$ cat src/design/assert_macros.svh
// ----------------------------------------------------------------------------
// assert_macros.svh
// shared concurrent assertion macros, clocked and disabled during reset
// ----------------------------------------------------------------------------
`ifndef ASSERT_MACROS_SVH
`define ASSERT_MACROS_SVH

// condition must hold on every clock edge out of reset
`define ASSERT_ALWAYS(label, clk, rst_n, cond, msg) \
    label: assert property (@(posedge clk) disable iff (!rst_n) (cond)) \
        else $error(msg);

// consequent must hold in the same cycle as the antecedent
`define ASSERT_IMPLIES(label, clk, rst_n, ante, cons, msg) \
    label: assert property (@(posedge clk) disable iff (!rst_n) (ante) |-> (cons)) \
        else $error(msg);

`endif

$ cat src/design/ttc_pkg.sv
// ----------------------------------------------------------------------------
// ttc_pkg
// shared widths, constants and configuration type of the thrust curve unit
// ----------------------------------------------------------------------------
package ttc_pkg;

    localparam int unsigned HOVER_ACCEL_DEF = 9797;
    localparam int unsigned ACC_W           = 15;
    localparam int unsigned MASS_W          = 16;
    localparam int unsigned THR_W           = 16;
    localparam int unsigned FORCE_W         = 20;
    localparam int unsigned FMAX_W          = 21;
    localparam int unsigned QV_W            = 17;
    localparam int unsigned FRAC_W          = 16;
    localparam int unsigned SIDE_W          = 1 + FMAX_W;

    localparam logic [QV_W-1:0]    ONE_Q16  = 17'd65536;
    localparam logic [QV_W-1:0]    HALF_Q16 = 17'd32768;
    localparam logic [THR_W-1:0]   HT_LOW   = 16'd3277;
    localparam logic [THR_W-1:0]   HT_HIGH  = 16'd62259;
    localparam logic [FMAX_W-1:0]  MAX_GAP  = 21'd1000;
    localparam logic [FORCE_W-1:0] OUT_MAX  = 20'hFFFFF;

    typedef struct packed {
        logic [FORCE_W-1:0] fmin;
        logic [FMAX_W-1:0]  fmax;
        logic [THR_W-1:0]   hov_thr;
        logic [QV_W-1:0]    expo;
        logic [THR_W-1:0]   dband;
        logic [FORCE_W-1:0] hov_force;
        logic [FORCE_W-1:0] down_auth;
        logic [FORCE_W-1:0] up_auth;
    } t_cfg;

endpackage

$ cat src/design/ttc_div.sv
// ----------------------------------------------------------------------------
// ttc_div
// pipelined rounding divider, one quotient bit per stage
// q = (diff * 65536 + den / 2) / den, with diff <= den
// ----------------------------------------------------------------------------
module ttc_div
    import ttc_pkg::*;
#(
    parameter int unsigned SIDE_BITS = SIDE_W
) (
    input  logic                 i_clk,
    input  logic                 i_rst_n,
    input  logic                 i_en,
    input  logic                 i_valid,
    input  logic [QV_W-1:0]      i_diff,
    input  logic [QV_W-1:0]      i_den,
    input  logic [SIDE_BITS-1:0] i_side,
    output logic                 o_valid,
    output logic [QV_W-1:0]      o_quot,
    output logic [SIDE_BITS-1:0] o_side
);

    localparam int unsigned NUM_W = 2 * QV_W;

    logic [NUM_W-1:0]     n_num;
    logic                 r_v    [0:QV_W];
    logic [QV_W-1:0]      r_rem  [0:QV_W];
    logic [QV_W-1:0]      r_low  [0:QV_W];
    logic [QV_W-1:0]      r_den  [0:QV_W];
    logic [QV_W-1:0]      r_q    [0:QV_W];
    logic [SIDE_BITS-1:0] r_side [0:QV_W];

    assign n_num = {1'b0, i_diff, FRAC_W'(0)} + NUM_W'(i_den >> 1);

    always_ff @(posedge i_clk) begin
        if (!i_rst_n) begin
            r_v[0] <= 1'b0;
        end else if (i_en) begin
            r_v[0] <= i_valid;
        end
        if (i_en) begin
            r_rem[0]  <= n_num[NUM_W-1:QV_W];
            r_low[0]  <= n_num[QV_W-1:0];
            r_den[0]  <= i_den;
            r_q[0]    <= '0;
            r_side[0] <= i_side;
        end
    end

    for (genvar k = 1; k <= QV_W; k++) begin : g_step
        logic [QV_W:0] w_trial;
        logic          w_ge;
        logic [QV_W:0] w_sub;

        assign w_trial = {r_rem[k-1], r_low[k-1][QV_W-1]};
        assign w_ge    = w_trial >= {1'b0, r_den[k-1]};
        assign w_sub   = w_trial - {1'b0, r_den[k-1]};

        always_ff @(posedge i_clk) begin
            if (!i_rst_n) begin
                r_v[k] <= 1'b0;
            end else if (i_en) begin
                r_v[k] <= r_v[k-1];
            end
            if (i_en) begin
                r_rem[k]  <= w_ge ? w_sub[QV_W-1:0] : w_trial[QV_W-1:0];
                r_low[k]  <= {r_low[k-1][QV_W-2:0], 1'b0};
                r_den[k]  <= r_den[k-1];
                r_q[k]    <= {r_q[k-1][QV_W-2:0], w_ge};
                r_side[k] <= r_side[k-1];
            end
        end
    end

    assign o_valid = r_v[QV_W];
    assign o_quot  = r_q[QV_W];
    assign o_side  = r_side[QV_W];

endmodule

$ cat config.mk
export PLATFORM = sky130hd
export DESIGN_NAME = ttc_div
export DESIGN_NICKNAME = d
export VERILOG_FILES = /design/src/design/assert_macros.svh /design/src/design/ttc_pkg.sv /design/src/design/ttc_div.sv
export SDC_FILE = /design/constraint.sdc
export NUM_CORES = 1
export LEC_CHECK = 0
export CAP_MARGIN = 20
export CELL_PAD_IN_SITES_DETAIL_PLACEMENT = 0
export CELL_PAD_IN_SITES_GLOBAL_PLACEMENT = 1
export CORE_MARGIN = 2
export CORE_UTILIZATION = 35
export DETAILED_ROUTE_END_ITERATION = 12
export DONT_BUFFER_PORTS = 1
export GPL_ROUTABILITY_DRIVEN = 0
export GPL_TIMING_DRIVEN = 0
export PLACE_DENSITY_LB_ADDON = 0.1
export SKIP_CTS_REPAIR_TIMING = 1
export SYNTH_ARGS = -nofsm -noshare
export SYNTH_HDL_FRONTEND = slang
export SYNTH_SLANG_ARGS = --single-unit
$ cat constraint.sdc
create_clock -name i_clk -period 3.45 [get_ports i_clk]
set_clock_uncertainty 0.1 [all_clocks]
set_input_delay 0.5175 -clock i_clk [delete_from_list [all_inputs] [get_ports i_clk]]
set_output_delay 0.5175 -clock i_clk [all_outputs]
set_load 0.05 [all_outputs]
Word level (Yosys, flattened, before mapping)
Memories as Yosys holds them, arrays and structs flattened.
Index checks and enable logic that the tools add are counted.
Word-level totals
  flip-flop bits (word level): 0
  RAM bits: 1638
  output and inout port bits: 40
  memories kept: 6
Cells by class
  $add $sub $neg: 18
  order comparisons: 17
  muxes and demuxes: 40
  bitwise gates (word level): 18
Memories
  r_side: depth 18, width 22, rd ports 18, clocked after Yosys merged registers in 0, write ports 18, line ttc_div.sv:31  | logic [SIDE_BITS-1:0] r_side [0:QV_W];
  r_den: depth 18, width 17, rd ports 17, clocked after Yosys merged registers in 0, write ports 18, line ttc_div.sv:29  | logic [QV_W-1:0] r_den [0:QV_W];
  r_low: depth 18, width 17, rd ports 17, clocked after Yosys merged registers in 0, write ports 18, line ttc_div.sv:28  | logic [QV_W-1:0] r_low [0:QV_W];
  r_q: depth 18, width 17, rd ports 18, clocked after Yosys merged registers in 0, write ports 18, line ttc_div.sv:30  | logic [QV_W-1:0] r_q [0:QV_W];
  r_rem: depth 18, width 17, rd ports 17, clocked after Yosys merged registers in 0, write ports 18, line ttc_div.sv:27  | logic [QV_W-1:0] r_rem [0:QV_W];
  r_v: depth 18, width 1, rd ports 18, clocked after Yosys merged registers in 0, write ports 18, line ttc_div.sv:26  | logic r_v [0:QV_W];
Operators by type and width (count)
  18-bit by 17-bit greater-or-equal comparator with 1-bit output: 17
  17-bit 2-to-1 mux: 17
  17-bit subtractor: 17
  33-bit by 16-bit adder with 34-bit output: 1
  1-bit 2-to-1 mux: 23
  1-bit bitwise OR: 18

Logic depth before layout (Yosys ltp)
  word-level depth: 4
  mapped depth: 14

Least setup slack after synthesis
No wires, ideal clock.
  kind: reg-to-reg
  start point: mem r_den[2][15]
  end point: mem r_rem[3][10], data pin
  library setup time: 260 ps
  arrival: 3326 ps
  required time: 3090 ps
  slack: -236 ps
  cell stages (with the launch flop): 14
  buffers on the path: 1
  path through: edfxtp_1 > inv_1 > ha_1 > inv_1 > fa_1 > a211oi_1 > o21bai_1 > a2111o_1 > a31oi_2 > a211o_1 > a21boi_1 > o41ai_4 > buf_6 > mux2_2
RTL lines (line)
  start: declaration: ttc_div.sv:29
  end: declaration: ttc_div.sv:27

==> metrics.csv <==
metric,value,unit
run status,"finished, violations left",
failing checks,negative setup slack,
part of the cycle the worst path needs,107,%
wire length of the first global-routing pass,151000,µm
worst slew margin relative to its limit,18.9,%
"flops & latches, synth",1145,
Critical Path End Type,flop,
sequential area share after synthesis,67.3,%
Hold Crit Endpoint,r_v[16],
number of enable flip-flop cells after synthesis,1144,
P&R area growth vs syn,18.7,%
post-layout instance count excluding filler cells,5890,
total wire length after detailed routing,98300,µm
Synth Warn #,0,
clk buf depth,3,
slew at the pin closest to its max-slew limit,1.22,ns
Initial Utilization,35.2,%
nets in the synthesized netlist,3937,
final worst slack,-0.251,ns
Crit Path Max Fanout,7,
ys flop type,edfxtp_1,
Worst IR Drop VDD,0.000458,V
total overflow reported by the global router,0,
Mapped Cells,3572,
crit path cell chain,"inv_4, ha_4, inv_2, fa_2, a211oi_2, o21bai_1, a2111o_1, a31oi_4, a211o_1, a21boi_2, o41ai_4, buf_6, buf_12, mux2_4",
Final HPWL DP,64000,µm
Placeable Area,0.145,mm²
slack of the worst reg-to-reg path,-0.25,ns
total buffers and inverters traversed by the critical path,4,
total routing resource utilization after global routing,12.9,%
top layer reached by signal wires,met4,
reported max-cap violation count,0,
total die area,0.149,mm²
post-synth design cell area,0.0511,mm²
clock latency of the later-clocked register in the worst-skew pair,0.77,ns
Placed Cells incl. Taps,5491,
most common cell in the netlist,edfxtp_1,
"slowest stage delay, CP",0.48,ns
post-route cell area,0.0606,mm²
area fraction of the dominant cell type after synthesis,67.3,%
count of pins over their slew limit,0,
detail-routed net length per standard cell,16.7,µm
die height,386,µm
clock buffer count from CTS,138,
leading area contributor after synthesis,edfxtp_1,
critical path type,flop to flop,
mean instance size in the synthesized netlist,14.3,µm²
cell family contributing the most delay on the critical path,compound AO/OA/AOI/OAI gates,
htree depth,4,
Avg Vias per Cell,4.71,
clock sink count,1145,
minimum period implied by the final worst setup slack,3.70,ns
instance count along the most critical hold path,2,
LEAKAGE,0.0232,µW
clock tree from TritonCTS,done,
Synth cell types,73,
unrepaired setup endpoints after global routing,yes,
count of port buffers added during placement,0,
number of top-level pins,100,
Critical Path Source Type,flop,
startpoint of the most critical hold path,i_rst_n,
worst reg-to-reg path cell count,14,
pin count of the biggest net entering global routing,1129,
post-place instance area,0.0535,mm²
met2 routed wirelength,46200,µm
met1 wire length,45400,µm
final core utilization,41.7,%
vias,27756,
most instantiated cells after synthesis,"edfxtp_1, inv_1, ha_1, a21oi_1, o21ai_0",
cell at the root of the clock tree,clkbuf_16,
number of diodes,0,
fraction of layout instances using a drive strength above 1,15.2,%
share of flip-flops with an asynchronous set or reset,0,%
# setup viols final,40,
Final Hold Fails,0,
biggest area contributors in the synthesized netlist,"edfxtp_1, ha_1, mux2_2",
remaining design rule violation count,0,
Min Hold Slack,0.0191,ns
critical register-to-register path endpoint,r_rem[3][4],
number of antenna violations at the first check in global routing,0,
Hold WC Path Type,primary input to flop,
cell with the largest stage delay on the worst path,a2111o_1,
Die Wd,386,µm
1st-iter DRT viols,1398,
max frequency,0.270,GHz
remaining antenna violation count after routing,0,
vias in the first global route,27366,
count of standard-cell rows,140,
clock-pin transition on the worst setup and hold timing paths,0.06,ns
sum of met3 wire segment lengths after detailed routing,3830,µm
Post-layout nets,4228,
worst endpoint required time,3.87,ns
data arrival time of the worst path,4.12,ns
first drt pass iteration count,5,
r2r startpoint,r_den[2][15],
power per unit of standard cell area,874,mW/mm²
-- cell type report --
class                           count  area, µm²
Sequential cell                  1145      34400
Timing Repair Buffer              152       1640
Multi-Input combinational cell   2022      15800
Clock buffer                      162       3540
Buffer                             40        354
Fill cell                       13316      84600
Tap cell                         1917       2400
Clock inverter                     88       1120
Inverter                          364       1370
-- sequential cells by signal, indices dropped and copies added (netlist names) --
| name | count |
|---|---|
| r_low | 3 |
| r_rem | 288 |
| r_side | 396 |
| r_q | 153 |
| r_v | 18 |
| r_den | 287 |
-- worst register-to-register path, stage by stage, from the launching register on --
cell and delay [ns]:
edfxtp_1 0.43, inv_4 0.13, ha_4 0.16, inv_2 0.04
fa_2 0.36, a211oi_2 0.20, o21bai_1 0.14, a2111o_1 0.48
a31oi_4 0.24, a211o_1 0.17, a21boi_2 0.06, o41ai_4 0.30
buf_6 0.18, buf_12 0.14, mux2_4 0.31
-- worst max path at each step --
stage	start	end	slack, ns	depth (start not counted)
CTS	r_den[9][8]	r_rem[10][0]	-1.30	12
global route	r_den[2][15]	r_rem[3][4]	-0.36	14
finish	r_den[2][15]	r_rem[3][4]	-0.25	14
detailed placement	r_den[9][8]	r_rem[10][0]	-1.33	12
floorplan	r_den[2][15]	r_rem[3][10]	-0.02	13
global placement	r_den[9][8]	r_rem[10][0]	-1.35	12
-- where the power goes --
| part | leakage (µW) | total, µW | internal [µW] | switching (µW) |
|---|---|---|---|---|
| Combinational | 0.00979 | 18000 | 8470 | 9570 |
| Sequential | 0.0112 | 20300 | 18900 | 1400 |
| Clock | 0.00223 | 14700 | 8670 | 5990 |
| Total | 0.0232 | 53000 | 36000 | 17000 |
-- layer usage --
metal / GRT usage, % / vias up
li1: - / 13957
met2: 20.6 / 358
met3: 2.91 / 166
met4: 5.02 / 0
met1: 17.1 / 13275
met5: 0 / -
-- logic make-up after synthesis --
kind of cell	Yosys count	share of synthesized area, %
compound gates	738	9.22
xor+xnor	209	3.59
fa+ha+maj	305	7.71
buf+inv	405	3.01
flops	1145	67.3
mux	151	3.33
simple gates	619	5.82
-- placed cells by master, fill, tap and decap left out, types with 30 or more instances in the layout --
master	n
nor3_1	46
dlygate4sd3_1	59
buf_6	31
buf_4	61
nand4_1	30
xor2_1	79
clkbuf_16	145
clkbuf_1	30
nand3_1	41
and3_1	36
nand2_1	160
o21ai_0	149
inv_1	347
a21oi_1	202
clkinv_1	37
nor2_1	168
ha_1	282
mux2_2	111
a21o_1	89
edfxtp_1	1144
xnor2_1	130
o21bai_1	45
-- per-stage QoR --
| step | TNS [ns] | worst slack [ns] | total power [µW] |
|---|---|---|---|
| after floorplan | -0.178 | -0.0222 | 32400 |
| after global placement | -184.46 | -1.35 | 36600 |
| after detailed placement | -164.16 | -1.33 | 36600 |
| after CTS | -172.71 | -1.30 | 51700 |
| after global routing | -12.71 | -0.357 | 56500 |
| final | -6.85 | -0.251 | 53000 |
No activity file was read; power rests on OpenSTA's default activity.
