[config.mk]
export PLATFORM = sky130hd
export DESIGN_NAME = ttc_curve
export DESIGN_NICKNAME = d
export VERILOG_FILES = /design/src/design/assert_macros.svh /design/src/design/ttc_pkg.sv /design/src/design/ttc_curve.sv
export SDC_FILE = /design/constraint.sdc
export NUM_CORES = 2
export LEC_CHECK = 0
export BUFFER_PORTS_ARGS = -buffer_cell sky130_fd_sc_hd__buf_2
export CAP_MARGIN = 5
export CORE_MARGIN = 1.5
export CORE_UTILIZATION = 50
export DETAILED_ROUTE_END_ITERATION = 12
export PLACE_DENSITY = 0.67
export SLEW_MARGIN = 20
export SYNTH_ARGS = -nofsm -noshare
export SYNTH_HDL_FRONTEND = slang
export SYNTH_SLANG_ARGS = --single-unit
[constraint.sdc]
create_clock -name i_clk -period 19.7 [get_ports i_clk]
set_input_delay 0.985 -clock i_clk [delete_from_list [all_inputs] [get_ports i_clk]]
set_output_delay 0.985 -clock i_clk [all_outputs]
set_load 0.02 [all_outputs]
[src/design/assert_macros.svh]
// ----------------------------------------------------------------------------
// assert_macros.svh
// shared concurrent assertion macros, clocked and disabled during reset
// ----------------------------------------------------------------------------
`ifndef ASSERT_MACROS_SVH
`define ASSERT_MACROS_SVH

// condition must hold on every clock edge out of reset
`define ASSERT_ALWAYS(label, clk, rst_n, cond, msg) \
    label: assert property (@(posedge clk) disable iff (!rst_n) (cond)) \
        else $error(msg);

// consequent must hold in the same cycle as the antecedent
`define ASSERT_IMPLIES(label, clk, rst_n, ante, cons, msg) \
    label: assert property (@(posedge clk) disable iff (!rst_n) (ante) |-> (cons)) \
        else $error(msg);

`endif

[src/design/ttc_pkg.sv]
// ----------------------------------------------------------------------------
// ttc_pkg
// shared widths, constants and configuration type of the thrust curve unit
// ----------------------------------------------------------------------------
package ttc_pkg;

    localparam int unsigned HOVER_ACCEL_DEF = 9797;
    localparam int unsigned ACC_W           = 15;
    localparam int unsigned MASS_W          = 16;
    localparam int unsigned THR_W           = 16;
    localparam int unsigned FORCE_W         = 20;
    localparam int unsigned FMAX_W          = 21;
    localparam int unsigned QV_W            = 17;
    localparam int unsigned FRAC_W          = 16;
    localparam int unsigned SIDE_W          = 1 + FMAX_W;

    localparam logic [QV_W-1:0]    ONE_Q16  = 17'd65536;
    localparam logic [QV_W-1:0]    HALF_Q16 = 17'd32768;
    localparam logic [THR_W-1:0]   HT_LOW   = 16'd3277;
    localparam logic [THR_W-1:0]   HT_HIGH  = 16'd62259;
    localparam logic [FMAX_W-1:0]  MAX_GAP  = 21'd1000;
    localparam logic [FORCE_W-1:0] OUT_MAX  = 20'hFFFFF;

    typedef struct packed {
        logic [FORCE_W-1:0] fmin;
        logic [FMAX_W-1:0]  fmax;
        logic [THR_W-1:0]   hov_thr;
        logic [QV_W-1:0]    expo;
        logic [THR_W-1:0]   dband;
        logic [FORCE_W-1:0] hov_force;
        logic [FORCE_W-1:0] down_auth;
        logic [FORCE_W-1:0] up_auth;
    } t_cfg;

endpackage

[src/design/ttc_curve.sv]
// ----------------------------------------------------------------------------
// ttc_curve
// cubic expo curve, authority scaling and force clamp, ending in the
// output register
// ----------------------------------------------------------------------------
module ttc_curve
    import ttc_pkg::*;
(
    input  logic               i_clk,
    input  logic               i_rst_n,
    input  logic               i_en,
    input  logic               i_valid,
    input  logic [QV_W-1:0]    i_r,
    input  logic               i_pos,
    input  logic [FMAX_W-1:0]  i_hf,
    input  t_cfg               i_cfg,
    output logic               o_valid,
    output logic [FORCE_W-1:0] o_force
);

    localparam int unsigned P_W  = 2 * QV_W;
    localparam int unsigned PA_W = QV_W + FMAX_W;
    localparam int unsigned D_W  = PA_W + 1 - FRAC_W;
    localparam int unsigned F_W  = D_W + 1;

    logic               r_v [1:7];
    logic [QV_W-1:0]    r1_r, r2_r, r3_r;
    logic               r1_pos, r2_pos, r3_pos, r4_pos, r5_pos, r6_pos;
    logic [FMAX_W-1:0]  r1_hf, r2_hf, r3_hf, r4_hf, r5_hf, r6_hf;
    logic [FMAX_W-1:0]  r1_auth, r2_auth, r3_auth, r4_auth, r5_auth;
    logic [P_W-1:0]     r1_sq, r2_p, r4_p;
    logic [QV_W-1:0]    r3_w, r5_s;
    logic [PA_W-1:0]    r6_p;
    logic [FORCE_W-1:0] r7_force;

    logic [FMAX_W-1:0]  w_auth;
    logic [P_W-1:0]     w_sq_rnd, w_q_rnd, w_s_rnd;
    logic [QV_W:0]      w_w;
    logic [PA_W:0]      w_d_rnd;
    logic [D_W-1:0]     w_delta;
    logic [F_W-1:0]     w_force, w_clamp;

    always_comb begin
        if (i_pos) begin
            w_auth = (i_cfg.up_auth != '0) ? {1'b0, i_cfg.up_auth} : i_cfg.fmax - i_hf;
        end else begin
            w_auth = (i_cfg.down_auth != '0) ? {1'b0, i_cfg.down_auth}
                                             : i_hf - {1'b0, i_cfg.fmin};
        end
    end

    assign w_sq_rnd = r1_sq + P_W'(HALF_Q16);
    assign w_q_rnd  = r2_p + P_W'(HALF_Q16);
    assign w_w      = {1'b0, ONE_Q16} - {1'b0, i_cfg.expo}
                    + {1'b0, w_q_rnd[FRAC_W+QV_W-1:FRAC_W]};
    assign w_s_rnd  = r4_p + P_W'(HALF_Q16);
    assign w_d_rnd  = {1'b0, r6_p} + (PA_W+1)'(HALF_Q16);
    assign w_delta  = w_d_rnd[PA_W:FRAC_W];

    always_comb begin
        if (r6_pos) begin
            w_force = F_W'(r6_hf) + F_W'(w_delta);
        end else if (F_W'(w_delta) >= F_W'(r6_hf)) begin
            w_force = '0;
        end else begin
            w_force = F_W'(r6_hf) - F_W'(w_delta);
        end
        if (w_force < F_W'(i_cfg.fmin)) begin
            w_clamp = F_W'(i_cfg.fmin);
        end else if (w_force > F_W'(i_cfg.fmax)) begin
            w_clamp = F_W'(i_cfg.fmax);
        end else begin
            w_clamp = w_force;
        end
    end

    always_ff @(posedge i_clk) begin
        if (!i_rst_n) begin
            for (int k = 1; k <= 7; k++) begin
                r_v[k] <= 1'b0;
            end
        end else if (i_en) begin
            r_v[1] <= i_valid;
            for (int k = 2; k <= 7; k++) begin
                r_v[k] <= r_v[k-1];
            end
        end
        if (i_en) begin
            r1_r    <= i_r;
            r1_pos  <= i_pos;
            r1_hf   <= i_hf;
            r1_auth <= w_auth;
            r1_sq   <= i_r * i_r;

            r2_r    <= r1_r;
            r2_pos  <= r1_pos;
            r2_hf   <= r1_hf;
            r2_auth <= r1_auth;
            r2_p    <= i_cfg.expo * w_sq_rnd[FRAC_W+QV_W-1:FRAC_W];

            r3_r    <= r2_r;
            r3_pos  <= r2_pos;
            r3_hf   <= r2_hf;
            r3_auth <= r2_auth;
            r3_w    <= w_w[QV_W-1:0];

            r4_pos  <= r3_pos;
            r4_hf   <= r3_hf;
            r4_auth <= r3_auth;
            r4_p    <= r3_r * r3_w;

            r5_pos  <= r4_pos;
            r5_hf   <= r4_hf;
            r5_auth <= r4_auth;
            r5_s    <= w_s_rnd[FRAC_W+QV_W-1:FRAC_W];

            r6_pos  <= r5_pos;
            r6_hf   <= r5_hf;
            r6_p    <= r5_s * r5_auth;

            r7_force <= (w_clamp > F_W'(OUT_MAX)) ? OUT_MAX : w_clamp[FORCE_W-1:0];
        end
    end

    assign o_valid = r_v[7];
    assign o_force = r7_force;

endmodule

## Word-level counts from Yosys, hierarchy flattened

Memory sizes are Yosys's and may differ from the RTL's.
Index checks and enable logic that the tools add are counted.

| word-level totals | value |
|---|---|
| register bits after elaboration | 479 |
| bits in writable memories | 7 |
| bits of input ports | 193 |
| output and inout bits | 21 |
| memories | 1 |

| operators by class | value |
|---|---|
| add/sub/neg operators | 10 |
| multipliers | 4 |
| magnitude comparators | 4 |
| muxes and demuxes | 18 |
| bitwise gates (word level) | 7 |
| reductions and logical operators | 2 |

Memory list:

| name | words | width | rd ports | clocked after memory_dff | wr ports | RTL line | text |
|---|---|---|---|---|---|---|---|
| r_v | 7 | 1 | 7 | 0 | 7 | ttc_curve.sv:26 | `logic r_v [1:7];` |

Operators by type and width:

| kind | count |
|---|---|
| 33-bit by 16-bit adder with 33-bit output (second input constant) | 3 |
| 17-bit by 17-bit multiplier with 33-bit output | 3 |
| 24-bit 2-to-1 mux | 4 |
| 21-bit 2-to-1 mux | 3 |
| 20-bit nonzero test | 2 |
| 38-bit by 16-bit adder with 39-bit output (second input constant) | 1 |
| 17-bit by 21-bit multiplier with 38-bit output | 1 |
| 21-bit by 23-bit adder with 24-bit output | 1 |
| 24-bit by 20-bit > comparator with 1-bit output (second input constant) | 1 |
| 24-bit by 21-bit > comparator with 1-bit output | 1 |
| 24-bit by 20-bit less-than comparator with 1-bit output | 1 |
| 21-bit by 23-bit subtractor with 24-bit output | 1 |
| 23-bit by 21-bit >= comparator with 1-bit output | 1 |
| 21-bit by 20-bit subtractor with 21-bit output | 1 |
| 21-bit subtractor | 1 |
| 17-bit adder | 1 |
| 17-bit subtractor (first input constant) | 1 |
| 1-bit 2-to-1 mux | 11 |
| 1-bit OR | 7 |

## Depth between registers and ports, before layout

| depth | value |
|---|---|
| depth after elaboration | 8 |
| depth in mapped cells | 32 |
| mapped depth without buffers | 31 |

## Least setup slack after synthesis

No wires, ideal clock.

| timing | value |
|---|---|
| path kind | reg-to-reg |
| start | register r1_sq[18] |
| end | register r2_p[32], data pin |
| library setup time | 258 ps |
| data arrival time | 7297 ps |
| required time | 19442 ps |
| slack | 12145 ps |
| stages on the path, launching flop included | 31 |
| period minus slack after synthesis | 7555 ps |
| path through | edfxtp_1 and3_1 and3_1 and3_1 and3_1 and3_1 xnor2_1 clkbuf_1 nor2_1 fa_1 inv_1 fa_1 inv_1 fa_1 inv_1 fa_1 fa_1 fa_1 inv_1 ha_1 a21o_1 a21o_1 a21o_1 o21ai_0 o21ai_0 a221o_1 a211o_1 and2_1 o21a_1 nor2_1 xnor2_1 |

| between the ends | value |
|---|---|
| cells in the longest elaborated chain, start to end | 2 |

Ends and longest elaborated chain:

| element | RTL line | text |
|---|---|---|
| start: declaration | ttc_curve.sv:31 | `logic [P_W-1:0] r1_sq, r2_p, r4_p;` |
| start signal: assignment | ttc_curve.sv:93 | `r1_sq <= i_r * i_r;` |
| 33-bit by 16-bit adder with 33-bit output | ttc_curve.sv:52 | `assign w_sq_rnd = r1_sq + P_W'(HALF_Q16);` |
| 17-bit by 17-bit multiplier with 33-bit output | ttc_curve.sv:99 | `r2_p <= i_cfg.expo * w_sq_rnd[FRAC_W+QV_W-1:FRAC_W];` |
| end signal: assignment | ttc_curve.sv:99 |  |
| end: declaration | ttc_curve.sv:31 |  |

No other way between the ends.
A chain may end at the register's enable or synchronous reset.

## Worst setup path in the final report

| timing | value |
|---|---|
| start | register r6_p[15] |
| end | register r7_force[12] (netlist: o_force[12]), data pin |

| between the ends | value |
|---|---|
| cells in the longest elaborated chain, start to end | 8 |
| elaborated cells between the ends (all ways) | 11 |
| those cells by class | add/sub (3); order compare (4); mux (4) |

Ends and longest elaborated chain:

| element | RTL line | text |
|---|---|---|
| start: declaration | ttc_curve.sv:33 | `logic [PA_W-1:0] r6_p;` |
| start signal: assignment | ttc_curve.sv:119 | `r6_p <= r5_s * r5_auth;` |
| 38-bit by 16-bit adder with 39-bit output (*) | ttc_curve.sv:57 | `assign w_d_rnd = {1'b0, r6_p} + (PA_W+1)'(HALF_Q16);` |
| 21-bit by 23-bit subtractor with 24-bit output or 23-bit by 21-bit >= comparator with 1-bit output (tied branches) | ttc_curve.sv:66, ttc_curve.sv:63 |  |
| 24-bit 2-to-1 mux | ttc_curve.sv:63 | `end else if (F_W'(w_delta) >= F_W'(r6_hf)) begin` |
| 24-bit 2-to-1 mux (*) | ttc_curve.sv:61 | `if (r6_pos) begin` |
| 24-bit by 21-bit > comparator with 1-bit output | ttc_curve.sv:70 | `end else if (w_force > F_W'(i_cfg.fmax)) begin` |
| 24-bit 2-to-1 mux | ttc_curve.sv:70 |  |
| 24-bit 2-to-1 mux (*) | ttc_curve.sv:68 | `if (w_force < F_W'(i_cfg.fmin)) begin` |
| 24-bit by 20-bit > comparator with 1-bit output | ttc_curve.sv:121 | `r7_force <= (w_clamp > F_W'(OUT_MAX)) ? OUT_MAX : w_clamp[FORCE_W-1:0];` |
| end signal: assignment | ttc_curve.sv:121 |  |
| end: declaration | ttc_curve.sv:34 | `logic [FORCE_W-1:0] r7_force;` |

Mark *: on every way between the ends. The rest lies on a longest branch, timed or not.

==> flow_summary_export.csv <==
group,metric,value,unit
drt,vias_per_cell,5.32,
synthesis,synth_seq_cells,426,
critical_path,criticalPathCategory,"register to register",
critical_path,worst_ep_arrival_time,8.64,ns
clock_tree,ctsLongestPathBuffers,3,
hold_path,min_to,"r3_hf[15]",
hold_path,min_from,"r2_hf[15]",
clock_tree,cts_resized,0,
critical_path,worstReg2RegStart,"r6_p[15]",
final_layout,diodes,0,
critical_path,r2r-end,"o_force[12]",
timing,skew,0.0438,ns
placed_design,gp_congestion,0.932,
synthesis,ys.flop_type,"edfxtp_1",
synthesis,synth.area.top_cells,"fa_1 32%, edfxtp_1 23%, ha_1 13%, inv_1 8.2%, nand2_1 4.8%",
placed_design,pre_cts_ws,11.35,ns
global_route,grtUsageTotal,0.232,
clock_tree,cts_tree,"built",
synthesis,synthesis.nets,7362,
clock_tree,clock_latency,0.60,ns
critical_path,crit_slowest_cell,"or4b_2",
critical_path,crit_path_start_kind,"register",
critical_path,crit_buf_inv,0,
synthesis,netlist.area_leader.share,0.324,
drt,wl_per_cell,18.0,um
timing,worst_pin_slew,1.09,ns
global_route,grt_overflow,0,
synthesis,ys_types,80,
die,io_pins,214,
critical_path,crit_fanout,27,
final_layout,final_cell_mix,"1242 x inv_1, 919 x fa_1, 724 x nand2_1",
synthesis,syn_inst,5671,
critical_path,slowest_delay,1.05,ns
placed_design,dp_cells,7201,
global_route,grt_pass1_vias,40900,
critical_path,crit_chain,"ha_1 > ha_1 > fa_1 > o21ba_2 > a2111oi_2 > o21ai_2 > o221ai_1 > a311oi_2 > o21ai_0 > nand2b_1 > o221ai_1 > a21boi_0 > ha_1 > and4_1 > nand3_1 > or3_1 > nor2_1 > a311o_1 > nor4_1 > o211ai_1 > or4b_2 > mux2_4",
placed_design,post-dp-hpwl,103000,um
global_route,grt_max_degree,211,
global_route,grt_pass1_wl,214000,um
synthesis,yosysSeqAreaShare,0.225,
clock_tree,numCtsBuffers,45,
critical_path,critPathMostFrequentCell,"ha_1",
run_status,status,"complete, no violations",
clock_tree,clock-sinks,426,
die,die_h,340,um
die,start_util,0.505,
critical_path,r2r_slack,11.38,ns
clock_tree,root_buffer,"clkbuf_16",
critical_path,worst-endpoint-required,20.02,ns
die,std_cell_rows,123,
drt,drc_errors,0,
synthesis,synth_edf_count,426,
final_layout,final_common_cell,"inv_1",
drt,ant_nets,0,
critical_path,critPathTopFamily,"compound AO/OA/AOI/OAI gates",
critical_path,r2r_cells,22,
timing,timing.final.hold_violations,0,
critical_path,endpoint_kind,"register",
timing,setup-violations-final,0,
hold_path,hold_path_depth,0,
final_layout,final_layout_size_suffix_gt1_frac,0.0569,
clock_tree,hold_buffers,0,
timing,max_slew_margin,0.274,
synthesis,async_flop_share,0,
drt,wirelength,131000,um
drt,vias,38700,
timing,period_needed,8.32,ns
die,core-area,112000,um2
timing,rsz0062_at_grt,"no",
drt,dr.pass1.iters,6,
clock_tree,htree_levels,2,
synthesis,synth_area_per_cell,10.0,um2
final_layout,fin_cells,7284,
timing,fin_ws,11.38,ns
synthesis,ys_warn_count,0,
flow_run,drv_cap,0,
die,dieArea,116000,um2
clock_tree,clk_pin_slew,0.06,ns
synthesis,syn_area,56800,um2
final_layout,fillers,9968,
clock_tree,post-cts-setup-buffer-count,0,
hold_path,min_path_type,"register to register",
drt,drt_iter0_markers,2387,
timing,post-route-period-util,0.422,
synthesis,synth_top_area_cell,"fa_1",
timing,final-max-slew-violation-count,0,
final_layout,final_nets,7439,
die,die_w,340,um
final_layout,areaGrowthSynthToFinish,6.77,%
timing,setup_tns,0,ns
placed_design,port_buffers,161,
timing,timing.fmax,0.120,GHz
global_route,antenna_found_initial,2,
sequential cells by signal, indices dropped and copies added, names as in the netlist, 18 cells and up:
signal   cells
r1_auth     21
r5_hf       21
r1_hf       21
r2_auth     21
r2_hf       21
r4_auth     21
r5_auth     21
r4_hf       21
r2_p        18
r3_hf       21
r6_p        23
r3_auth     21
r6_hf       21
r4_p        18
o_force     20
r1_sq       18
cell usage after synthesis (10+ instances only):
cell type	number
a211oi_1	24
a21o_1	56
a21oi_1	157
a2bb2oi_1	10
a31oi_1	17
and2_1	366
and3_1	38
clkbuf_1	163
edfxtp_1	426
fa_1	919
ha_1	579
inv_1	1242
nand2_1	724
nand2b_1	31
nand3_1	55
nand4_1	19
nor2_1	203
nor2b_1	39
nor3_1	46
nor4_1	17
o21a_1	39
o21ai_0	70
o21bai_1	20
o22ai_1	12
or3_1	12
xnor2_1	143
xor2_1	65
worst max path at each step:
stage / start / endpoint / slack, ns / cells after the start
finish: r6_p[15] / o_force[12] / 11.38 / 22
global route: r6_p[19] / o_force[12] / 10.93 / 24
CTS: r6_p[15] / o_force[19] / 11.26 / 22
detailed placement: r6_p[15] / o_force[19] / 11.35 / 22
global placement: r6_p[15] / o_force[7] / 11.35 / 22
floorplan: r1_sq[18] / r2_p[32] / 12.15 / 30
kinds of logic after synthesis:
kind of cell | synth area share
buffers and inverters | 0.0940
adders and majority gates | 0.451
xor gates and xnor gates | 0.0324
AOI/OAI and AO/OA | 0.0614
DFF | 0.225
and+or+nand+nor | 0.133
muxes | 0.00273
final cells by class:
class                      instances  area (um2)  area share
clock buffer                      51        1150      0.0189
sequential                       426       12800       0.211
multi-input combinational       3829       38700       0.639
clock inverter                    32         293     0.00483
tap                             1500        1880      0.0309
inverter                        1243        4670      0.0769
timing repair buffer             203        1140      0.0189
routing by layer:
metal	GRT usage	up-vias	routed length, um
li1	-	17900	-
met1	0.312	19600	56400
met2	0.403	1042	64700
met3	0.0258	193	6910
met4	0.0552	0	3010
met5	0	-	0
per-stage QoR:
stage | cell area (um2) | hold slack, ns | util
2_1_floorplan | 56800 | 0.400 | -
3_3_place_gp | 59200 | 0.401 | 0.526
3_5_place_dp | 59200 | 0.405 | 0.526
4_1_cts | 60600 | 0.379 | 0.539
5_1_grt | 60600 | 0.387 | 0.539
6_report | 60600 | 0.384 | 0.539
Power is left out: the tool's default activity adds up to more than one toggle a clock period on the data nets, which glitch-free logic cannot reach.
