File: config.mk
export PLATFORM = sky130hd
export DESIGN_NAME = ttc_hover
export DESIGN_NICKNAME = d
export VERILOG_FILES = /design/src/design/assert_macros.svh /design/src/design/ttc_pkg.sv /design/src/design/ttc_hover.sv
export SDC_FILE = /design/constraint.sdc
export NUM_CORES = 1
export LEC_CHECK = 0
export BUFFER_PORTS_ARGS = -buffer_cell sky130_fd_sc_hd__clkbuf_2
export CELL_PAD_IN_SITES_DETAIL_PLACEMENT = 1
export CELL_PAD_IN_SITES_GLOBAL_PLACEMENT = 1
export CORE_MARGIN = 4
export CORE_UTILIZATION = 30
export DETAILED_ROUTE_END_ITERATION = 8
export PLACE_DENSITY = 0.66
export SLEW_MARGIN = 0
export SYNTH_ARGS = -nofsm -noshare
export SYNTH_HDL_FRONTEND = slang
export SYNTH_SLANG_ARGS = --single-unit
export TNS_END_PERCENT = 20
File: constraint.sdc
create_clock -name i_clk -period 6.6 [get_ports i_clk]
set_clock_uncertainty 0.15 [all_clocks]
set_input_delay 0 -clock i_clk [delete_from_list [all_inputs] [get_ports i_clk]]
set_output_delay 0 -clock i_clk [all_outputs]
set_load 0.1 [all_outputs]
File: src/design/assert_macros.svh
// ----------------------------------------------------------------------------
// assert_macros.svh
// shared concurrent assertion macros, clocked and disabled during reset
// ----------------------------------------------------------------------------
`ifndef ASSERT_MACROS_SVH
`define ASSERT_MACROS_SVH

// condition must hold on every clock edge out of reset
`define ASSERT_ALWAYS(label, clk, rst_n, cond, msg) \
    label: assert property (@(posedge clk) disable iff (!rst_n) (cond)) \
        else $error(msg);

// consequent must hold in the same cycle as the antecedent
`define ASSERT_IMPLIES(label, clk, rst_n, ante, cons, msg) \
    label: assert property (@(posedge clk) disable iff (!rst_n) (ante) |-> (cons)) \
        else $error(msg);

`endif

File: src/design/ttc_pkg.sv
// ----------------------------------------------------------------------------
// ttc_pkg
// shared widths, constants and configuration type of the thrust curve unit
// ----------------------------------------------------------------------------
package ttc_pkg;

    localparam int unsigned HOVER_ACCEL_DEF = 9797;
    localparam int unsigned ACC_W           = 15;
    localparam int unsigned MASS_W          = 16;
    localparam int unsigned THR_W           = 16;
    localparam int unsigned FORCE_W         = 20;
    localparam int unsigned FMAX_W          = 21;
    localparam int unsigned QV_W            = 17;
    localparam int unsigned FRAC_W          = 16;
    localparam int unsigned SIDE_W          = 1 + FMAX_W;

    localparam logic [QV_W-1:0]    ONE_Q16  = 17'd65536;
    localparam logic [QV_W-1:0]    HALF_Q16 = 17'd32768;
    localparam logic [THR_W-1:0]   HT_LOW   = 16'd3277;
    localparam logic [THR_W-1:0]   HT_HIGH  = 16'd62259;
    localparam logic [FMAX_W-1:0]  MAX_GAP  = 21'd1000;
    localparam logic [FORCE_W-1:0] OUT_MAX  = 20'hFFFFF;

    typedef struct packed {
        logic [FORCE_W-1:0] fmin;
        logic [FMAX_W-1:0]  fmax;
        logic [THR_W-1:0]   hov_thr;
        logic [QV_W-1:0]    expo;
        logic [THR_W-1:0]   dband;
        logic [FORCE_W-1:0] hov_force;
        logic [FORCE_W-1:0] down_auth;
        logic [FORCE_W-1:0] up_auth;
    } t_cfg;

endpackage

File: src/design/ttc_hover.sv
// ----------------------------------------------------------------------------
// ttc_hover
// hover force pipeline: mass times gravity, divide by 1000, select and clamp
// ----------------------------------------------------------------------------
module ttc_hover
    import ttc_pkg::*;
#(
    parameter int unsigned HOVER_ACCEL = HOVER_ACCEL_DEF
) (
    input  logic              i_clk,
    input  logic              i_rst_n,
    input  logic              i_en,
    input  logic              i_valid,
    input  logic [THR_W-1:0]  i_throttle,
    input  logic [MASS_W-1:0] i_mass,
    input  t_cfg              i_cfg,
    output logic              o_valid,
    output logic [THR_W-1:0]  o_throttle,
    output logic [FMAX_W-1:0] o_hf
);

    localparam int unsigned X_W   = MASS_W + ACC_W;
    localparam int unsigned Y_W   = X_W - 3;
    localparam int unsigned YH_W  = Y_W / 2;
    localparam int unsigned M_W   = 29;
    localparam int unsigned P_W   = YH_W + M_W;
    localparam int unsigned S_W   = Y_W + M_W + 1;
    localparam int unsigned SHIFT = 35;
    localparam logic [M_W-1:0] RECIP_125 = 29'd274877907;

    logic              r1_v, r2_v, r3_v;
    logic [THR_W-1:0]  r1_t, r2_t, r3_t;
    logic [X_W-1:0]    r1_x;
    logic [P_W-1:0]    r2_phi, r2_plo;
    logic [FMAX_W-1:0] r3_hf;
    logic [Y_W-1:0]    w_y;
    logic [S_W-1:0]    w_sum;
    logic [FMAX_W-1:0] w_q, w_sel;

    assign w_y   = r1_x[X_W-1:3];
    assign w_sum = {r2_phi, YH_W'(0)} + S_W'(r2_plo);
    assign w_q   = w_sum[SHIFT+FMAX_W-1:SHIFT];
    assign w_sel = (i_cfg.hov_force != '0) ? {1'b0, i_cfg.hov_force} : w_q;

    always_ff @(posedge i_clk) begin
        if (!i_rst_n) begin
            r1_v <= 1'b0;
            r2_v <= 1'b0;
            r3_v <= 1'b0;
        end else if (i_en) begin
            r1_v <= i_valid;
            r2_v <= r1_v;
            r3_v <= r2_v;
        end
        if (i_en) begin
            r1_t   <= i_throttle;
            r1_x   <= X_W'(i_mass) * X_W'(HOVER_ACCEL) + X_W'(500);
            r2_t   <= r1_t;
            r2_phi <= w_y[Y_W-1:YH_W] * RECIP_125;
            r2_plo <= w_y[YH_W-1:0] * RECIP_125;
            r3_t   <= r2_t;
            if (w_sel < {1'b0, i_cfg.fmin}) begin
                r3_hf <= {1'b0, i_cfg.fmin};
            end else if (w_sel > i_cfg.fmax) begin
                r3_hf <= i_cfg.fmax;
            end else begin
                r3_hf <= w_sel;
            end
        end
    end

    assign o_valid    = r3_v;
    assign o_throttle = r3_t;
    assign o_hf       = r3_hf;

endmodule

======== Word-level counts from Yosys, hierarchy flattened ========
Index checks and enable logic that the tools add are counted.
storage, ports and cells
  bits in registers ....................... 188
  output and inout port bits .............. 38
  input bits .............................. 186
cells by class
  $lt $le $gt $ge ......................... 2
  reductions and logical operators ........ 1
  $mul .................................... 3
  $add $sub $neg .......................... 2
  mux-type cells .......................... 3
operators by type and width
  operator                                              number
  adder 56 x 43 -> 56 bit                               1
  multiplier 14 x 29 -> 43 bit (second input constant)  1
  multiplier 14 x 29 -> 42 bit (second input constant)  1
  2-to-1 mux 21 bit                                     2
  adder 30 x 9 -> 31 bit (second input constant)        1
  multiplier 16 x 14 -> 30 bit (second input constant)  1
  > comparator 21 bit                                   1
  < comparator 21 x 20 -> 1 bit                         1
  2-to-1 mux 20 bit                                     1
  nonzero test 20 bit                                   1

======== Longest topological paths before layout ========
Gate-level depths: netlist of run 1.
  depth after elaboration ................. 5
  gate-level depth with buffers ........... 23

======== Worst setup path before layout of run 1 ========
OpenSTA, ideal clock, no wires.
  path kind ............................... reg2reg
  start point ............................. register r1_x[19]
  end point ............................... register r2_phi[40], data pin
  library setup time ...................... 0.261 ns
  setup slack ............................. 0.533 ns
  required time ........................... 6.189 ns
  buffers on the path ..................... 0
  cell stages (with the launch flop) ...... 21
  period minus slack after synthesis ...... 6.067 ns
  data arrival time ....................... 5.656 ns
  path through ............................ edfxtp_1 > fa_1 > fa_1 > inv_1 > fa_1 > inv_1 > fa_1 > fa_1 > inv_1 > fa_1 > inv_1 > ha_1 > a211oi_1 > o211ai_1 > a311o_1 > o22ai_1 > o21ai_1 > a41o_1 > a31oi_1 > nor2_1 > a311o_1
between the ends
  cells in the longest elaborated chain, start to end .. 1
ends and longest elaborated chain
  element                       RTL line         source
  start: declaration            ttc_hover.sv:33  logic [X_W-1:0] r1_x;
  start signal: assignment      ttc_hover.sv:57  r1_x <= X_W'(i_mass) * X_W'(HOVER_ACCEL) + X_W'(500);
  multiplier 14 x 29 -> 42 bit  ttc_hover.sv:59  r2_phi <= w_y[Y_W-1:YH_W] * RECIP_125;
  end signal: assignment        ttc_hover.sv:59
  end: declaration              ttc_hover.sv:34  logic [P_W-1:0] r2_phi, r2_plo;
Every way passes these cells.
A chain may end at the register's enable or synchronous reset.

======== Final worst setup path of run 1 ========
  start point ............................. register r2_phi[2]
  end point ............................... register r3_hf[13], in the netlist o_hf[13], data pin
between the ends
  cells in the longest elaborated chain, start to end .. 5
  elaborated cells between the ends (all ways) .. 6
ends and longest elaborated chain
  element                      RTL line         source
  adder 56 x 43 -> 56 bit (*)  ttc_hover.sv:41  assign w_sum = {r2_phi, YH_W'(0)} + S_W'(r2_plo);
  2-to-1 mux 21 bit (*)        ttc_hover.sv:43  assign w_sel = (i_cfg.hov_force != '0) ? {1'b0, i_cfg.hov_force} : w_q;
  > comparator 21 bit          ttc_hover.sv:64  end else if (w_sel > i_cfg.fmax) begin
  2-to-1 mux 21 bit            ttc_hover.sv:64
  2-to-1 mux 20 bit (*)        ttc_hover.sv:62  if (w_sel < {1'b0, i_cfg.fmin}) begin
  end signal: assignment       ttc_hover.sv:63  r3_hf <= {1'b0, i_cfg.fmin};
  end signal: assignment       ttc_hover.sv:65  r3_hf <= i_cfg.fmax;
  end signal: assignment       ttc_hover.sv:67  r3_hf <= w_sel;
  end: declaration             ttc_hover.sv:35  logic [FMAX_W-1:0] r3_hf;
Mark *: on every way between the ends. The rest lies on a longest branch, timed or not.

==> results of run 1 <==
cells by family (layout without fill, tap and decap cells):
family,after synthesis,after routing
compound gates,397,397
fa+ha+maj,759,759
simple gates,369,369
mux,16,16
xor+xnor,89,89
flops,171,171
buf+inv,506,791
timing repair:
item                       CTS  global route
gates cloned                 0             0
hold endpoints to repair    79             0
setup endpoints to repair    1            33
buffers inserted             2            14
resized for setup            0            20
hold buffers                61             0
pin swaps                    0             3
cell usage in the layout, fill, tap and decap left out, types with 19 or more instances in the layout:
master	n
a21o_1	56
nor2_1	69
o21ai_0	63
nand4_1	21
o21a_1	19
and3_1	21
a31oi_1	22
ha_1	520
nand2_1	88
a21oi_1	104
nor2b_1	24
edfxtp_1	168
dlygate4sd3_1	61
nand3_1	36
clkbuf_2	133
xor2_1	28
fa_1	237
inv_1	486
buf_4	77
xnor2_1	60
nor3_1	42
area by class of cell:
class / instances / area, um2
clock inverter: 15 / 201.4
sequential: 171 / 5105
timing repair buffer: 272 / 1866
clock buffer: 17 / 425.4
inverter: 487 / 1828
fill: 8938 / 51160
multi-input combinational: 1630 / 16840
tap: 1050 / 1314
registers in the layout (all words and copies together), names as in the netlist, 16 cells and up:
signal	count
o_throttle	16
r2_plo	29
r2_phi	42
r1_t	16
r2_t	16
o_hf	21
r1_x	28
routing by layer:
layer | global-route usage, % | vias up | share of wire, %
met4 | 4.074 | 0 | 2.1
met2 | 27.04 | 264 | 48
met5 | 0 | - | 0
li1 | - | 8471 | -
met1 | 20.08 | 8746 | 46
met3 | 1.686 | 76 | 3.1
worst max-delay path by stage:
| stage | from | end | slack, ns | cells past startpoint |
|---|---|---|---|---|
| floorplan | r1_x[19]$_DFFE_PP_ | r2_phi[40]$_DFFE_PP_ | 0.53 | 20 |
| global placement | r1_x[15]$_DFFE_PP_ | r2_plo[41]$_DFFE_PP_ | 0.10 | 24 |
| detailed placement | r1_x[15]$_DFFE_PP_ | r2_plo[31]$_DFFE_PP_ | 0.06 | 24 |
| CTS | r1_x[28]$_DFFE_PP_ | r2_phi[38]$_DFFE_PP_ | 0.1 | 20 |
| global route | r1_x[15]$_DFFE_PP_ | r2_plo[31]$_DFFE_PP_ | -0.05 | 24 |
| finish | r2_phi[2]$_DFFE_PP_ | o_hf[13]$_DFFE_PP_ | 0.26 | 19 |
through the flow:
stage | worst slack, ns | cell area, um2 | instances
2_1_floorplan | 0.5326 | 23790 | 2307
3_3_place_gp | 0.1026 | 26160 | 3533
3_5_place_dp | 0.06477 | 26160 | 3533
4_1_cts | 0.09650 | 27410 | 3628
5_1_grt | -0.04611 | 27580 | 3642
6_report | 0.2615 | 27580 | 3642
critical path, delay by kind of cell, from the launching register on:
| family | cells | cell delay (ns) |
|---|---|---|
| AOI/OAI and AO/OA | 11 | 2.99 |
| and+or+nand+nor | 5 | 1.51 |
| adders and majority gates | 2 | 0.60 |
| buffers and inverters | 1 | 0.57 |
| DFF | 1 | 0.39 |
==> run_results.csv, run 1 <==
group,metric,value,unit
finish,syn2layout_area_growth,15.95,%
setup_path,setup.worst_path.end_class,"register",
min_path,hp-start,"i_mass[0]",
sta,finalSetupViolations,0,
yosys,syn-cell-area,23790,um2
sta,hold_slack,0.02783,ns
yosys,synth.distinct_cells,81,
placed_design,dpl.hpwl,54410,um
clocking,path_clk_slew,0.08,ns
detailed_routing,first_pass_iters,5,
detailed_routing,drc_errors,0,
yosys,synth_top_family_by_area,"adder cells",
yosys,yosysMostFrequentCell,"ha_1",
yosys,ys_seq_elements,171,
detailed_routing,initialDrtViolationCount,596,
sta,slew_headroom,42.22,%
yosys,synthTopCellsByCount,"ha_1 (521), inv_1 (487), fa_1 (238), edfxtp_1 (168), a21oi_1 (105)",
setup_path,r2r-start,"r2_phi[2]$_DFFE_PP_",
floorplan,die_y,289.6,um
finish,nets,3524,
finish,drive_above_1_share,11.23,%
setup_path,crit_type,"register to register",
global_route,grt_max_degree,68,
clocking,insertion_delay,0.48,ns
sta,fmax,157.8,MHz
yosys,synth-edff-count,168,
clocking,ctsLongestPathBuffers,2,
global_route,grt_first_pass_wirelength,102700,um
yosys,synth-compound-area-share,11.28,%
yosys,synth_top_cell_area_share,27.40,%
floorplan,die-area,83870,um2
placed_design,port_buffers,134,
clocking,cts_root_buf,"clkbuf_16",
run_status,status,"complete, no violations",
global_route,grt_pass1_vias,19680,
sta,hold_viol,0,
run,maxCapViolations,0,
yosys,synthMuxAreaShare,0.6995,%
global_route,track_usage,15.35,%
placed_design,gp_congestion,0.9089,
yosys,synthFlopType,"edfxtp_1",
sta,final.min_clock_period,6.338,ns
yosys,synthAdderAreaFrac,47.43,%
yosys,synth_nets,3252,
sta,tightest_slew,0.8667,ns
global_route,antenna_found_initial,0,
floorplan,start_util,30.21,%
yosys,netlist_instances,2307,
setup_path,path_cells,"ha_1 -> o21ai_1 -> a221oi_1 -> a211o_2 -> a21oi_2 -> o31ai_4 -> nand4_1 -> a21o_1 -> a31o_2 -> ha_1 -> and4_1 -> and3_1 -> a21boi_1 -> o311ai_2 -> nand3_2 -> or4_1 -> o221a_2 -> a31oi_1 -> dlygate4sd3_1",
detailed_routing,wl_per_cell,17.40,um
detailed_routing,ant_nets,0,
finish,final_util,35.03,%
yosys,ys.warnings.count,0,
yosys,avgSynthCellArea,10.31,um2
setup_path,r2r_cells,19,
min_path,min_path_cells,3,
min_path,min_path_type,"input port to register",
clocking,cts_sinks,171,
yosys,yosysSeqAreaShare,21.46,%
clocking,numCtsBuffers,17,
min_path,holdPathEnd,"r1_x[3]$_DFFE_PP_",
setup_path,cp.arrival,6.54,ns
floorplan,boundaryPins,224,
floorplan,row_count,103,
setup_path,cp_common_cell,"ha_1",
yosys,synth_area_leaders,"ha_1 (27%), edfxtp_1 (21%), fa_1 (20%)",
global_route,global_route.overflow_total,0,
setup_path,r2r-end,"o_hf[13]$_DFFE_PP_",
clocking,htree_levels,4,
yosys,yosysTopAreaCell,"ha_1",
setup_path,startpoint_type,"register",
yosys,synth-simple-area-share,7.815,%
detailed_routing,routed_wl,63390,um
clocking,cts_tree,"done",
detailed_routing,vias,17560,
floorplan,core,78740,um2
setup_path,slowest_delay,0.57,ns
setup_path,r2r_setup_slack,0.26,ns
floorplan,die_w,289.6,um
setup_path,slowest_stage,"dlygate4sd3_1",
yosys,async_flop_share,0,%
yosys,synth_xor_area_share,3.277,%
finish,antenna_cells,0,
setup_path,cp.required,6.80,ns
sta,slew_violations,0,
detailed_routing,post_drt_via_cell_ratio,4.821,
sta,rsz0062_at_grt,"true",
sta,fin_crit_sh,96.04,%
sta,tns,0,ns
setup_path,critical_path.max_fanout,6,
Power of run 1 is not shown: default switching activity piles up to over one toggle a cycle in this logic, so the estimate is an artifact.
==> run 2: changes to the inputs <==
--- a/config.mk
+++ b/config.mk
@@ -9,9 +9,9 @@
 export CELL_PAD_IN_SITES_DETAIL_PLACEMENT = 1
 export CELL_PAD_IN_SITES_GLOBAL_PLACEMENT = 1
 export CORE_MARGIN = 4
-export CORE_UTILIZATION = 30
+export CORE_UTILIZATION = 49
 export DETAILED_ROUTE_END_ITERATION = 8
-export PLACE_DENSITY = 0.66
+export PLACE_DENSITY = 0.94
 export SLEW_MARGIN = 0
 export SYNTH_ARGS = -nofsm -noshare
 export SYNTH_HDL_FRONTEND = slang
==> run 2 against run 1 <==
  * The run now ends with setup timing left
  * Flip-flop and latch count is the same
  * Wire length up 29%
  * Critical path depth grew 1
  * Register-to-register slack lost 0.39 ns
  * Clock-buffer cell count grew 3
  * Cell count down 12%
  * Fmax fell by 5.8%
  * Global-route usage grew 14 points
  * Sequential share of layout area rose by 0.38 points
  * Worst hold slack got worse by 0.0040 ns
  * First-iteration DRC count increased to 2.5 times the previous value
==> run_results.csv, run 2 (synthesized netlist as in run 1, its figures left out) <==
group,metric,value,unit
clocking,numCtsBuffers,17,
min_path,min_path_type,"input port to register",
setup_path,crit_type,"register to register",
finish,syn2layout_area_growth,13.61,%
sta,slew_headroom,15.72,%
clocking,cts_sinks,171,
global_route,global_route.overflow_total,0,
setup_path,setup.worst_path.end_class,"register",
clocking,insertion_delay,0.49,ns
detailed_routing,routed_wl,81670,um
detailed_routing,drc_errors,0,
setup_path,path_cells,"ha_1 -> nand3_1 -> a221oi_1 -> a211o_2 -> a21oi_2 -> o31ai_4 -> nand4_1 -> a2111o_1 -> xnor2_1 -> a21o_1 -> ha_1 -> nand4_1 -> nor3_2 -> a22o_1 -> nand2_1 -> buf_4 -> nor3_2 -> mux2i_1 -> a31oi_1 -> dlygate4sd3_1",
floorplan,start_util,49.72,%
global_route,grt_pass1_vias,21860,
finish,top_register,"r2_phi",
setup_path,critPathTopFamily,"compound AO/OA/AOI/OAI gates",
clocking,path_clk_slew,0.10,ns
setup_path,cp.required,6.77,ns
setup_path,cp.arrival,6.90,ns
finish,largestRegisters,"r2_phi x42, r2_plo x29, r1_x x28",
floorplan,die_w,228.3,um
detailed_routing,first_pass_iters,5,
sta,tightest_slew,1.264,ns
setup_path,r2r_setup_slack,-0.13,ns
setup_path,critical_path.max_fanout,27,
finish,final_util,56.49,%
sta,fin_ws,-0.1260,ns
placed_design,port_buffers,134,
detailed_routing,post_drt_via_cell_ratio,6.118,
placed_design,gp_congestion,0.9193,
sta,rsz0062_at_grt,"true",
clocking,ctsLongestPathBuffers,2,
setup_path,crit_buf_inv,2,
finish,layout_common_cells,"ha_1 (520), inv_1 (487), fa_1 (236), edfxtp_1 (168), clkbuf_2 (133)",
global_route,grt_max_degree,99,
clocking,cts_tree,"done",
setup_path,r2r-start,"r2_plo[15]$_DFFE_PP_",
setup_path,startpoint_type,"register",
finish,largest_reg_flops,42,
sta,slew_violations,0,
finish,drive_above_1_share,11.18,%
floorplan,row_count,80,
setup_path,r2r_cells,20,
floorplan,core,47850,um2
run_status,status,"finished with violations",
floorplan,boundaryPins,224,
placed_design,dpl.hpwl,58880,um
floorplan,die_y,228.3,um
run,maxCapViolations,0,
sta,fmax,148.7,MHz
setup_path,cp-endpoint,"o_hf[11]$_DFFE_PP_",
run_status,violations,"setup timing",
global_route,antenna_found_initial,1,
setup_path,crit_cells,20,
detailed_routing,ant_nets,0,
sta,hold_viol,0,
global_route,track_usage,29.74,%
setup_path,slowest_stage,"dlygate4sd3_1",
sta,fin_crit_sh,101.9,%
finish,num-fill-cells,5228,
global_route,grt_first_pass_wirelength,122600,um
clocking,cts_root_buf,"clkbuf_16",
clocking,htree_levels,4,
finish,final_common_cell,"ha_1",
floorplan,die-area,52140,um2
detailed_routing,vias,19580,
finish,seq_area,5105,um2
sta,final.min_clock_period,6.726,ns
finish,nets,3516,
finish,multi_input_area,16910,um2
sta,finalSetupViolations,9,
setup_path,setup.worst_path.start,"r2_plo[15]$_DFFE_PP_",
detailed_routing,wl_per_cell,25.52,um
setup_path,r2r-end,"o_hf[11]$_DFFE_PP_",
min_path,hp-start,"i_mass[2]",
detailed_routing,initialDrtViolationCount,1517,
setup_path,slowest_delay,0.69,ns
run 2: cell type report:
| class | instances | area share, % |
|---|---|---|
| Timing Repair Buffer | 264 | 6.689 |
| Antenna cell | 1 | 0.009258 |
| Multi-Input combinational cell | 1630 | 62.58 |
| Sequential cell | 171 | 18.89 |
| Inverter | 487 | 6.763 |
| Clock buffer | 20 | 1.653 |
| Tap cell | 615 | 2.847 |
| Clock inverter | 12 | 0.5740 |
run 2: per-stage QoR:
step                      hold WS (ns)  worst slack, ns  TNS, ns  std cells  cell area [um2]
after global placement         0.02875           0.2153        0       3081            25480
after detailed placement       0.02918         -0.09529  -0.2905       3081            25480
after CTS                      0.03219        0.0004934        0       3181            26760
final                          0.02386          -0.1260  -0.4989       3200            27030
after floorplan               -0.05113           0.5326        0       2307            23790
after global routing           0.02052          -0.2765   -2.357       3200            27030
run 2: metal layers:
| layer | wire length, um | vias up | GRT usage [%] | share of wire [%] |
|---|---|---|---|---|
| met3 | 4936 | 374 | 5.122 | 6.0 |
| met5 | 0 | - | 0 | 0 |
| met2 | 41430 | 1004 | 54.10 | 51 |
| met1 | 30540 | 9746 | 34.28 | 37 |
| met4 | 4760 | 0 | 13.22 | 5.8 |
| li1 | - | 8455 | - | - |
run 2: how the worst min path moves through the flow:
stage | endpoint | slack, ns | cells after the start
floorplan | r1_t[0]$_DFFE_PP_ | -0.05 | 0
global placement | r1_t[10]$_DFFE_PP_ | 0.03 | 1
CTS | r1_x[3]$_DFFE_PP_ | 0.03 | 3
detailed placement | r1_t[6]$_DFFE_PP_ | 0.03 | 1
global route | r1_x[3]$_DFFE_PP_ | 0.02 | 3
finish | r1_x[3]$_DFFE_PP_ | 0.02 | 3
run 2: worst register-to-register path, cell delays in order, from the launching register on:
cell           delay, ns
edfxtp_1            0.44
ha_1                0.33
nand3_1             0.09
a221oi_1            0.39
a211o_2             0.30
a21oi_2             0.10
o31ai_4             0.37
nand4_1             0.34
a2111o_1            0.56
xnor2_1             0.21
a21o_1              0.24
ha_1                0.33
nand4_1             0.25
nor3_2              0.36
a22o_1              0.32
nand2_1             0.13
buf_4               0.26
nor3_2              0.27
mux2i_1             0.20
a31oi_1             0.23
dlygate4sd3_1       0.69
run 2: repair_timing:
| action | 4_1_cts | 5_1_grt |
|---|---|---|
| pin swaps | 0 | 8 |
| hold endpoints to repair | 43 | 0 |
| setup endpoints to repair | 5 | 40 |
| gates resized for setup | 4 | 30 |
| hold buffers | 62 | 0 |
| buffers inserted | 6 | 18 |
Power of run 2 is left out for the same reason.
==> run 3: changes to the inputs <==
--- a/config.mk
+++ b/config.mk
@@ -12,6 +12,7 @@
 export CORE_UTILIZATION = 49
 export DETAILED_ROUTE_END_ITERATION = 8
 export PLACE_DENSITY = 0.94
+export RECOVER_POWER = 50
 export SLEW_MARGIN = 0
 export SYNTH_ARGS = -nofsm -noshare
 export SYNTH_HDL_FRONTEND = slang
==> run 3 against run 2 <==
  * The flow finishes with violations (capacitance limit, slew limit, setup timing)
  * Critical path depth down 1
  * Cell area fell by 0.25%
  * Worst hold slack improved by 0.0080 ns
  * Setup slack got worse by 0.041 ns
  * Register-to-register slack got worse by 0.04 ns
  * Cell count did not move
  * First-iteration DRC count increased by 9.2%
  * Global-route usage stayed put
  * Wire length decreased by 0.40%
  * Non-clock buffer count did not move
  * Critical endpoint is now r2_plo[24]$_DFFE_PP_
==> run_results.csv, run 3 (synthesized netlist as in run 1, its figures left out) <==
group,metric,value,unit
run_status,status,"finished with violations",
run_status,violations,"capacitance limit, slew limit, setup timing",
finish,syn2layout_area_growth,13.33,%
global_route,grt_first_pass_wirelength,122600,um
global_route,antenna_found_initial,1,
sta,slew_headroom,-259.6,%
sta,hold_viol,0,
setup_path,cp_common_cell,"fa_1",
global_route,grt_pass1_vias,21860,
detailed_routing,initialDrtViolationCount,1656,
sta,fin_crit_sh,102.5,%
floorplan,die_w,228.3,um
setup_path,setup.worst_path.end_class,"register",
setup_path,startpoint_type,"register",
sta,final.min_clock_period,6.767,ns
setup_path,slowest_stage,"edfxtp_1",
detailed_routing,wl_per_cell,25.42,um
clocking,cts_root_buf,"clkbuf_16",
detailed_routing,vias,19620,
setup_path,cp.required,6.66,ns
placed_design,dpl.cell_count,3081,
min_path,min_path_cells,3,
min_path,min_path_type,"input port to register",
min_path,hp-start,"i_mass[2]",
finish,final_area,26960,um2
clocking,ctsLongestPathBuffers,2,
global_route,track_usage,29.74,%
setup_path,critical_path.max_fanout,6,
global_route,global_route.overflow_total,0,
min_path,holdPathEnd,"r1_x[3]$_DFFE_PP_",
run,maxCapViolations,1,
finish,final_cells,3200,
floorplan,die_y,228.3,um
sta,fmax,147.8,MHz
floorplan,boundaryPins,224,
sta,slew_violations,99,
setup_path,r2r-start,"r1_x[11]$_DFFE_PP_",
floorplan,row_count,80,
clocking,htree_levels,4,
finish,num-fill-cells,5252,
finish,top_register,"r2_phi",
setup_path,crit_cells,19,
placed_design,port_buffers,134,
setup_path,crit_buf_inv,3,
sta,tightest_slew,5.394,ns
clocking,path_clk_slew,0.08,ns
finish,final_common_cell,"ha_1",
finish,largestRegisters,"r2_phi x42, r2_plo x29, r1_x x28",
placed_design,post_dp_cell_area,25480,um2
setup_path,r2r_cells,19,
finish,largest_reg_flops,42,
setup_path,crit_type,"register to register",
floorplan,core,47850,um2
setup_path,slowest_delay,0.64,ns
detailed_routing,first_pass_iters,7,
global_route,grt_max_degree,99,
clocking,cts_tree,"done",
placed_design,pre_cts_slack,-0.09529,ns
clocking,insertion_delay,0.48,ns
setup_path,path_cells,"fa_1 -> inv_1 -> fa_1 -> fa_1 -> fa_1 -> fa_1 -> inv_1 -> fa_1 -> ha_1 -> nand2_1 -> nor3_2 -> a31oi_2 -> a21oi_2 -> buf_4 -> o21ai_0 -> a21boi_0 -> o21a_1 -> nor2_1 -> xnor2_1",
detailed_routing,drc_errors,0,
detailed_routing,ant_nets,0,
finish,drive_above_1_share,9.365,%
setup_path,r2r-end,"r2_plo[24]$_DFFE_PP_",
clocking,numCtsBuffers,17,
setup_path,cp.arrival,6.83,ns
detailed_routing,routed_wl,81340,um
setup_path,r2r_setup_slack,-0.17,ns
floorplan,die-area,52140,um2
placed_design,dpl.hpwl,58880,um
floorplan,start_util,49.72,%
sta,finalSetupViolations,11,
setup_path,critPathTopFamily,"adder cells",
sta,fin_ws,-0.1667,ns
finish,layout_common_cells,"ha_1 (520), inv_1 (487), fa_1 (236), edfxtp_1 (168), a21oi_1 (101)",
finish,nets,3516,
sta,rsz0062_at_grt,"true",
clocking,cts_sinks,171,
detailed_routing,post_drt_via_cell_ratio,6.130,
placed_design,gp_congestion,0.9193,
-- run 3: changes by cell type in the layout (fill, tap and decap cells not counted), sizes merged --
cell | before | now
clkbuf | 153 | 155
buf | 69 | 67
-- run 3: routing by layer --
metal	share of wire, %	track usage [%]
met5	0	0
met4	5.9	13.22
met2	50	54.10
met3	6.2	5.122
met1	37	34.28
-- run 3: final cells by class --
| class | instances | area [um2] | share of cell area [%] |
|---|---|---|---|
| multi-input cells | 1630 | 16910 | 62.73 |
| flip-flops and latches | 171 | 5105 | 18.93 |
| inverters | 487 | 1828 | 6.780 |
| repair buffers | 264 | 1740 | 6.455 |
| well taps | 615 | 769.5 | 2.854 |
| clock buffers | 20 | 446.7 | 1.657 |
| clock inverters | 12 | 155.1 | 0.5755 |
| diodes | 1 | 2.502 | 0.009282 |
-- run 3: worst max-delay path by stage --
stage                                  start                   end
after CTS                  r1_x[6]$_DFFE_PP_  r2_plo[40]$_DFFE_PP_
after global placement    r1_x[14]$_DFFE_PP_  r2_plo[41]$_DFFE_PP_
final                     r1_x[11]$_DFFE_PP_  r2_plo[24]$_DFFE_PP_
after global routing      r1_x[11]$_DFFE_PP_  r2_plo[24]$_DFFE_PP_
after floorplan           r1_x[19]$_DFFE_PP_  r2_phi[40]$_DFFE_PP_
after detailed placement  r1_x[14]$_DFFE_PP_  r2_plo[42]$_DFFE_PP_
-- run 3: worst register-to-register path: stages (launching register included) --
cell and delay [ns]:
edfxtp_1 0.64, fa_1 0.57, inv_1 0.13, fa_1 0.47
fa_1 0.64, fa_1 0.48, fa_1 0.51, inv_1 0.07
fa_1 0.47, ha_1 0.39, nand2_1 0.18, nor3_2 0.29
a31oi_2 0.21, a21oi_2 0.18, buf_4 0.18, o21ai_0 0.12
a21boi_0 0.39, o21a_1 0.22, nor2_1 0.07, xnor2_1 0.14
-- run 3: timing repair --
item,4_1_cts,5_1_grt
endpoints found under the hold margin,43,0
setup endpoints to repair,5,40
cloned,0,0
resized for setup,4,30
pin swaps,0,8
hold buffers,62,0
buffers inserted,6,18
-- run 3: stage by stage --
step	setup TNS, ns	util [%]	hold slack [ns]
2_1_floorplan	0	-	-0.05113
3_3_place_gp	0	53.26	0.02875
3_5_place_dp	-0.2905	53.26	0.02918
4_1_cts	0	55.93	0.03219
5_1_grt	-2.283	56.35	0.02052
6_report	-0.6109	56.35	0.03184
Power of run 3 is left out for the same reason.
